$ cat src/rtl/u16550_pkg.sv
// ----------------------------------------------------------------------------
// u16550_pkg
// Shared constants for the 16550-style UART register model: request kinds,
// register offsets, interrupt identification codes and reset values.
// ----------------------------------------------------------------------------
package u16550_pkg;

    localparam int DEF_RX_DEPTH = 16;

    // Request kinds
    localparam logic [1:0] REQ_READ  = 2'd0;
    localparam logic [1:0] REQ_WRITE = 2'd1;
    localparam logic [1:0] REQ_RXB   = 2'd2;

    // Register offsets
    localparam logic [2:0] ADDR_DATA = 3'd0;
    localparam logic [2:0] ADDR_IER  = 3'd1;
    localparam logic [2:0] ADDR_IIR  = 3'd2;
    localparam logic [2:0] ADDR_LCR  = 3'd3;
    localparam logic [2:0] ADDR_MCR  = 3'd4;
    localparam logic [2:0] ADDR_LSR  = 3'd5;
    localparam logic [2:0] ADDR_MSR  = 3'd6;
    localparam logic [2:0] ADDR_SCR  = 3'd7;

    // Interrupt identification codes
    localparam logic [3:0] IID_LINE   = 4'h6;
    localparam logic [3:0] IID_RXDATA = 4'h4;
    localparam logic [3:0] IID_TIMEO  = 4'hC;
    localparam logic [3:0] IID_THRE   = 4'h2;
    localparam logic [3:0] IID_MODEM  = 4'h0;
    localparam logic [3:0] IID_NONE   = 4'h1;

    // Trigger levels
    localparam logic [3:0] TRIG_1  = 4'd1;
    localparam logic [3:0] TRIG_4  = 4'd4;
    localparam logic [3:0] TRIG_8  = 4'd8;
    localparam logic [3:0] TRIG_14 = 4'd14;

    localparam logic [7:0] MSR_RESET = 8'hB0;
    localparam logic [7:0] LSR_IDLE  = 8'h60;
    localparam logic [7:0] IIR_FIFO  = 8'hC0;

    // Interrupt identification by standard priority.
    function automatic logic [3:0] irq_id(
        input logic [3:0] ier,
        input logic       ovr,
        input logic       has_data,
        input logic       fifo_en,
        input logic       at_trigger,
        input logic       thre_pend,
        input logic [3:0] msr_delta
    );
        logic [3:0] id;
        id = IID_NONE;
        if (ier[2] && ovr)
        begin
            id = IID_LINE;
        end
        else if (ier[0] && has_data)
        begin
            id = (!fifo_en || at_trigger) ? IID_RXDATA : IID_TIMEO;
        end
        else if (ier[1] && thre_pend)
        begin
            id = IID_THRE;
        end
        else if (ier[3] && (msr_delta != 4'h0))
        begin
            id = IID_MODEM;
        end
        return id;
    endfunction

endpackage

$ cat src/rtl/uart_16550_register_model_unit.sv
// ----------------------------------------------------------------------------
// uart_16550_register_model_unit
// Register side of a 16550-style UART: bus reads and writes, received wire
// bytes, receive FIFO in a synchronous memory, and a level interrupt.
// ----------------------------------------------------------------------------
//
//  Channel  | Handshake           | Payload
//  ---------+---------------------+-----------------------------------------
//  request  | in_valid / in_stall | req_type, reg_addr, data_byte, burst_last
//  result   | out_valid/out_stall | read_data, rx_accepted, tx_valid,
//           |                     | tx_byte, irq_out
//
//  One request is taken per cycle unless the result stalls; its result is in
//  the output register in the cycle after acceptance. An RBR read addresses the
//  receive memory at acceptance; its registered read data is the result's
//  read_data. A stalled result holds the input stalled too, so that data stays
//  put. Reset sets all control registers to reset values; the receive memory
//  is not cleared and needs no sweep.
module uart_16550_register_model_unit
    import u16550_pkg::*;
#(
    parameter int RX_DEPTH = DEF_RX_DEPTH
)
(
    input  logic       clk,
    input  logic       rst_n,

    input  logic       in_valid,
    output logic       in_stall,
    input  logic [1:0] req_type,
    input  logic [2:0] reg_addr,
    input  logic [7:0] data_byte,
    input  logic       burst_last,

    output logic       out_valid,
    input  logic       out_stall,
    output logic [7:0] read_data,
    output logic       rx_accepted,
    output logic       tx_valid,
    output logic [7:0] tx_byte,
    output logic       irq_out
);

    localparam int PW = (RX_DEPTH > 1) ? $clog2(RX_DEPTH) : 1;
    localparam int CW = $clog2(RX_DEPTH + 1);
    localparam logic [PW-1:0] PTR_LAST = PW'(RX_DEPTH - 1);
    localparam logic [CW-1:0] CNT_FULL = CW'(RX_DEPTH);
    localparam logic [CW-1:0] CNT_ONE  = CW'(1);

    // Receive memory
    logic [7:0] rx_mem [RX_DEPTH];
    logic [7:0] mem_q;

    // Architectural registers
    logic [7:0]    dll_reg, dll_next;
    logic [7:0]    dlm_reg, dlm_next;
    logic [3:0]    ier_reg, ier_next;
    logic [7:0]    lcr_reg, lcr_next;
    logic [4:0]    mcr_reg, mcr_next;
    logic [7:0]    msr_reg, msr_next;
    logic [7:0]    scr_reg, scr_next;
    logic          ovr_reg, ovr_next;
    logic          fifo_reg, fifo_next;
    logic [3:0]    trig_reg, trig_next;
    logic          thre_reg, thre_next;
    logic [PW-1:0] head_reg, head_next;
    logic [PW-1:0] tail_reg, tail_next;
    logic [CW-1:0] cnt_reg, cnt_next;

    // Output register
    logic       ovalid_reg;
    logic       pop_sel_reg;
    logic [7:0] rdata_reg;
    logic       rxacc_reg;
    logic       txv_reg;
    logic [7:0] txb_reg;
    logic       irq_reg;

    logic       accept;
    logic       dlab;
    logic       do_pop;
    logic       do_push;
    logic       push_req;
    logic       full;
    logic [3:0] id_now;
    logic [3:0] id_after;
    logic [7:0] rd_val;
    logic       rxacc_val;
    logic       txv_val;
    logic [7:0] txb_val;
    logic [7:0] msr_new;
    logic [3:0] msr_delta;
    logic       fcr_clear;

    assign in_stall = ovalid_reg && out_stall;
    assign accept   = in_valid && !in_stall;
    assign dlab     = lcr_reg[7];
    assign full     = fifo_reg ? (cnt_reg >= CNT_FULL) : (cnt_reg >= CNT_ONE);

    assign id_now = irq_id(ier_reg, ovr_reg, cnt_reg != '0, fifo_reg,
                           9'(cnt_reg) >= 9'(trig_reg), thre_reg, msr_reg[3:0]);

    // Loopback modem status and its delta bits for an MCR write.
    always_comb
    begin
        if (!data_byte[4])
        begin
            msr_new = MSR_RESET;
        end
        else
        begin
            msr_new = {data_byte[3], data_byte[2], data_byte[0], data_byte[1], 4'h0};
        end
        msr_delta = msr_reg[3:0];
        if (msr_reg[4] != msr_new[4]) msr_delta[0] = 1'b1;
        if (msr_reg[5] != msr_new[5]) msr_delta[1] = 1'b1;
        if (msr_reg[6] && !msr_new[6]) msr_delta[2] = 1'b1;
        if (msr_reg[7] != msr_new[7]) msr_delta[3] = 1'b1;
    end

    always_comb
    begin
        dll_next  = dll_reg;
        dlm_next  = dlm_reg;
        ier_next  = ier_reg;
        lcr_next  = lcr_reg;
        mcr_next  = mcr_reg;
        msr_next  = msr_reg;
        scr_next  = scr_reg;
        ovr_next  = ovr_reg;
        fifo_next = fifo_reg;
        trig_next = trig_reg;
        thre_next = thre_reg;
        head_next = head_reg;
        tail_next = tail_reg;
        cnt_next  = cnt_reg;
        do_pop    = 1'b0;
        push_req  = 1'b0;
        rd_val    = 8'h00;
        txv_val   = 1'b0;
        txb_val   = 8'h00;
        fcr_clear = 1'b0;

        case (req_type)
            REQ_READ:
            begin
                unique case (reg_addr)
                    ADDR_DATA:
                    begin
                        if (dlab)
                        begin
                            rd_val = dll_reg;
                        end
                        else
                        begin
                            do_pop = (cnt_reg != '0);
                        end
                    end
                    ADDR_IER: rd_val = dlab ? dlm_reg : {4'h0, ier_reg};
                    ADDR_IIR:
                    begin
                        if (id_now == IID_THRE)
                        begin
                            thre_next = 1'b0;
                        end
                        rd_val = {4'h0, id_now} | (fifo_reg ? IIR_FIFO : 8'h00);
                    end
                    ADDR_LCR: rd_val = lcr_reg;
                    ADDR_MCR: rd_val = {3'b000, mcr_reg};
                    ADDR_LSR:
                    begin
                        rd_val = LSR_IDLE | {ovr_reg && fifo_reg, 5'b00000,
                                             ovr_reg, cnt_reg != '0};
                        ovr_next = 1'b0;
                    end
                    ADDR_MSR:
                    begin
                        rd_val   = msr_reg;
                        msr_next = {msr_reg[7:4], 4'h0};
                    end
                    ADDR_SCR: rd_val = scr_reg;
                    default: rd_val = 8'h00;
                endcase
            end
            REQ_WRITE:
            begin
                unique case (reg_addr)
                    ADDR_DATA:
                    begin
                        if (dlab)
                        begin
                            dll_next = data_byte;
                        end
                        else
                        begin
                            if (mcr_reg[4])
                            begin
                                push_req = 1'b1;
                            end
                            else
                            begin
                                txv_val = 1'b1;
                                txb_val = data_byte;
                            end
                            thre_next = ier_reg[1];
                        end
                    end
                    ADDR_IER:
                    begin
                        if (dlab)
                        begin
                            dlm_next = data_byte;
                        end
                        else
                        begin
                            ier_next = data_byte[3:0];
                            if (!data_byte[1])
                            begin
                                thre_next = 1'b0;
                            end
                            else if (!ier_reg[1])
                            begin
                                thre_next = 1'b1;
                            end
                        end
                    end
                    ADDR_IIR:
                    begin
                        fifo_next = data_byte[0];
                        case (data_byte[7:6])
                            2'b01:   trig_next = TRIG_4;
                            2'b10:   trig_next = TRIG_8;
                            2'b11:   trig_next = TRIG_14;
                            default: trig_next = TRIG_1;
                        endcase
                        fcr_clear = data_byte[1] || (fifo_reg && !data_byte[0]);
                        if (data_byte[2] && ier_reg[1])
                        begin
                            thre_next = 1'b1;
                        end
                    end
                    ADDR_LCR: lcr_next = data_byte;
                    ADDR_MCR:
                    begin
                        mcr_next = data_byte[4:0];
                        msr_next = {msr_new[7:4], msr_delta};
                    end
                    ADDR_SCR: scr_next = data_byte;
                    default: ;
                endcase
            end
            REQ_RXB: push_req = 1'b1;
            default: ;
        endcase

        do_push   = push_req && !full;
        rxacc_val = do_push;
        if (push_req && full)
        begin
            ovr_next = 1'b1;
        end

        if (do_push)
        begin
            tail_next = (tail_reg == PTR_LAST) ? '0 : tail_reg + PW'(1);
            cnt_next  = cnt_reg + CW'(1);
        end
        if (do_pop)
        begin
            head_next = (head_reg == PTR_LAST) ? '0 : head_reg + PW'(1);
            cnt_next  = cnt_reg - CW'(1);
        end
        if (fcr_clear)
        begin
            head_next = '0;
            tail_next = '0;
            cnt_next  = '0;
            ovr_next  = 1'b0;
        end

        id_after = irq_id(ier_next, ovr_next, cnt_next != '0, fifo_next,
                          9'(cnt_next) >= 9'(trig_next), thre_next, msr_next[3:0]);
    end

    // Receive memory: one write at the tail, one registered read at the head.
    always_ff @(posedge clk)
    begin
        if (accept && do_push)
        begin
            rx_mem[tail_reg] <= data_byte;
        end
        if (accept && do_pop)
        begin
            mem_q <= rx_mem[head_reg];
        end
    end

    always_ff @(posedge clk or negedge rst_n)
    begin
        if (!rst_n)
        begin
            dll_reg    <= 8'd1;
            dlm_reg    <= 8'd0;
            ier_reg    <= 4'h0;
            lcr_reg    <= 8'h00;
            mcr_reg    <= 5'h00;
            msr_reg    <= MSR_RESET;
            scr_reg    <= 8'h00;
            ovr_reg    <= 1'b0;
            fifo_reg   <= 1'b0;
            trig_reg   <= TRIG_1;
            thre_reg   <= 1'b0;
            head_reg   <= '0;
            tail_reg   <= '0;
            cnt_reg    <= '0;
            ovalid_reg <= 1'b0;
            irq_reg    <= 1'b0;
        end
        else
        begin
            if (accept)
            begin
                dll_reg  <= dll_next;
                dlm_reg  <= dlm_next;
                ier_reg  <= ier_next;
                lcr_reg  <= lcr_next;
                mcr_reg  <= mcr_next;
                msr_reg  <= msr_next;
                scr_reg  <= scr_next;
                ovr_reg  <= ovr_next;
                fifo_reg <= fifo_next;
                trig_reg <= trig_next;
                thre_reg <= thre_next;
                head_reg <= head_next;
                tail_reg <= tail_next;
                cnt_reg  <= cnt_next;
                irq_reg  <= (id_after != IID_NONE);
            end
            if (accept)
            begin
                ovalid_reg <= 1'b1;
            end
            else if (!out_stall)
            begin
                ovalid_reg <= 1'b0;
            end
        end
    end

    // Result payload; burst_last carries no behavior.
    always_ff @(posedge clk)
    begin
        if (accept)
        begin
            pop_sel_reg <= do_pop;
            rdata_reg   <= rd_val;
            rxacc_reg   <= rxacc_val;
            txv_reg     <= txv_val;
            txb_reg     <= txb_val;
        end
    end

    assign out_valid   = ovalid_reg;
    assign read_data   = pop_sel_reg ? mem_q : rdata_reg;
    assign rx_accepted = rxacc_reg;
    assign tx_valid    = txv_reg;
    assign tx_byte     = txb_reg;
    assign irq_out     = irq_reg;

endmodule

$ cat config.mk
export PLATFORM = sky130hd
export DESIGN_NAME = uart_16550_register_model_unit
export DESIGN_NICKNAME = d
export VERILOG_FILES = /design/src/rtl/u16550_pkg.sv /design/src/rtl/uart_16550_register_model_unit.sv
export SDC_FILE = /design/constraint.sdc
export NUM_CORES = 1
export LEC_CHECK = 0
export BUFFER_PORTS_ARGS = -buffer_cell sky130_fd_sc_hd__buf_2
export CORE_ASPECT_RATIO = 0.7
export CORE_MARGIN = 10
export CORE_UTILIZATION = 65
export CTS_BUF_LIST = sky130_fd_sc_hd__clkbuf_8
export DETAILED_ROUTE_END_ITERATION = 10
export PLACE_DENSITY = 0.81
export SLEW_MARGIN = 20
export SYNTH_ARGS = -nofsm -noshare
export SYNTH_HDL_FRONTEND = slang
export SYNTH_SLANG_ARGS = --single-unit
$ cat constraint.sdc
create_clock -name clk -period 7.9 [get_ports clk]
set_input_delay 0 -clock clk [delete_from_list [all_inputs] [get_ports clk]]
set_output_delay 0 -clock clk [all_outputs]
set_load 0.02 [all_outputs]
==> impl_metrics.tcl <==
set metrics [dict create \
    drive_gt1_frac 0.212 \
    finalSetupViolations 0 \
    ant_nets 0 \
    ys_types 65 \
    die_x_um 170 \
    fin_area_um2 11200 \
    remaining_drc_errors 0 \
    fin_skew_ps 30.7 \
    dp_hpwl_um 15800 \
    dr.pass1.iters 6 \
    crit_start "cnt_reg[1]" \
    die_height_um 125 \
    multi_input_area_um2 3560 \
    top_register "rx_mem" \
    numCtsBuffers 34 \
    grt_pass1_vias 6646 \
    reg2reg_from "cnt_reg[1]" \
    post-cts-setup-buffers 0 \
    final_common_cell "edfxtp_1" \
    grt_max_degree 72 \
    cp-end-kind "flip-flop" \
    nNetsFinal 844 \
    outcome "complete, no violations" \
    cts_resized 0 \
    num_vias 6844 \
    finalNonFillerCells 1032 \
    clkSlewWorstSetupHoldPaths_ps 60 \
    max_slew_margin 0.349 \
    period_share 0.392 \
    cp_slowest_stage_delay_ps 650 \
    gp_congestion 0.893 \
    path_cells "inv_1, ha_1, nor4_1, a22o_1, nand3_2, nor2_2, nand2_1, nor2_1" \
    seqCellArea_um2 6440 \
    start_kind "flip-flop" \
    start_util 0.663 \
    max_freq_mhz 323 \
    use_met1 0.336 \
    htreeDepth 2 \
    syn_inst 771 \
    cts.sinks 226 \
    clock_latency_ps 530 \
    use_met3 0.0578 \
    syn_to_final_growth_pct 9.58 \
    drv_slew 0 \
    ys_ff_latch 226 \
    overflow 0 \
    worstMarginPinSlew_ps 977 \
    total_power_mw 2.63 \
    async_flop_share 0.314 \
    clockBufferDepth 3 \
    yosysWarnings 0 \
    crit_family "simple AND/OR/NAND/NOR gates" \
    critPathMaxFanout 8 \
    io_buffers 37 \
    cp_slowest_cell "nor2_1" \
    rows 38 \
    place_ws_ps 4410 \
    hold_viol 0 \
    synth-main-ff-cell "edfxtp_1" \
    whs_ps 9.83 \
    syn_avg_cell_area_um2 13.3 \
    netlist_area_um2 10200 \
    fin_crit_ps 3100 \
    rsz0062_at_grt "no" \
    core_um2 15500 \
    synth_edf_count 155 \
    p_leak_nw 4.18 \
    critPathKind "reg2reg" \
    largest_reg_flops 128 \
    min_from "data_byte[7]" \
    place_inst 966 \
    path_buf_inv 1 \
    setup_ws_ps 4800 \
    utilization 0.726 \
    antenna_found_initial 0 \
    cts-hold-fix-buffers 8 \
    peakVddDrop_uv 176 \
    viasPerCell 6.63 \
    cts_root_buf "clkbuf_8" \
    routed_wl_um 24000 \
    tns_ps 0 \
    first_iter_violations 872 \
    antennaDiodeCount 0 \
    min_path_type "in2reg" \
    pin_count 39 \
    cp.required_ps 8040 \
    grt_use_total 0.224 \
    top_usage_layer "met1" \
    dpl_cell_area_um2 10500 \
    synth_seq_area_share 0.629 \
    cts_tree "done" \
    cp_data_arrival_time_ps 3240 \
    nFillCells 1010 \
    use_met2 0.323 \
    die_area_um2 21300 \
    drv_cap 0 \
    wl_per_cell_um 23.2 \
    final_cell_mix "edfxtp_1 (155), nand2_1 (79), dfrtp_1 (65), o21ai_0 (59), mux2_2 (48)" \
    synthesis.nets 805 \
    p_per_area_nw_per_um2 235 \
    grt_pass1_wl_um 37300 \
]
path summary, 6_finish.rpt:
kind                       cells past startpoint            end  slack [ps]
max in group asynchronous                      3    head_reg[0]        7040
max reg2reg                                    8  rx_mem[11][4]        4800
min in group asynchronous                      3        irq_out         230
max                                            8  rx_mem[11][4]        4800
min reg2reg                                    2     scr_reg[3]         490
min                                            1   rx_mem[3][7]          10
final cells by class:
class | count | area share
flip-flops and latches | 226 | 0.574
multi-input cells | 480 | 0.317
clock buffers | 37 | 0.0454
repair buffers | 49 | 0.0263
well taps | 200 | 0.0223
clock inverters | 21 | 0.00881
inverters | 19 | 0.00635
layer usage:
| layer | vias to the layer above | wire length (µm) |
|---|---|---|
| li1 | 2998 | - |
| met4 | 0 | 320 |
| met5 | - | 0 |
| met3 | 38 | 2730 |
| met2 | 402 | 10600 |
| met1 | 3406 | 10300 |
Yosys cell counts (all sizes together), types with 9 or more instances:
master  number  share of area
edfxtp     155           0.45
nand2       79          0.029
dfrtp       66           0.16
o21ai       59          0.029
mux2        48          0.053
nor2        43          0.016
clkbuf      36          0.013
mux2i       35          0.034
a21oi       27          0.013
inv         18         0.0066
ha          16          0.020
mux4        16          0.035
nand3       16         0.0088
a22oi       14          0.010
a31oi       12         0.0073
buf         10         0.0060
a221oi       9         0.0077
kinds of logic (layout without fill, tap and decap cells):
group	Yosys count	in the layout	share of synthesized area
adders and majority gates	16	16	0.0195
AOI/OAI and AO/OA	164	164	0.104
DFF	226	226	0.629
xor gates and xnor gates	4	4	0.00342
buffers and inverters	65	126	0.0261
muxes	99	99	0.122
and+or+nand+nor	197	197	0.0964
worst reg2reg max path, delay by kind of cell (launching register included):
| family | cells | cell delay [ps] |
|---|---|---|
| AOI/OAI and AO/OA | 1 | 310 |
| DFF | 1 | 500 |
| and+or+nand+nor | 5 | 1540 |
| buffers and inverters | 1 | 160 |
| adders and majority gates | 1 | 210 |
report_power, final:
part	switching, mW	internal (mW)	total [mW]	leakage (nW)
combinational	0.203	0.154	0.357	1.51
sequential	0.0656	1.33	1.40	2.34
clock	0.446	0.434	0.880	0.332
(Power assumes the default switching activity.)
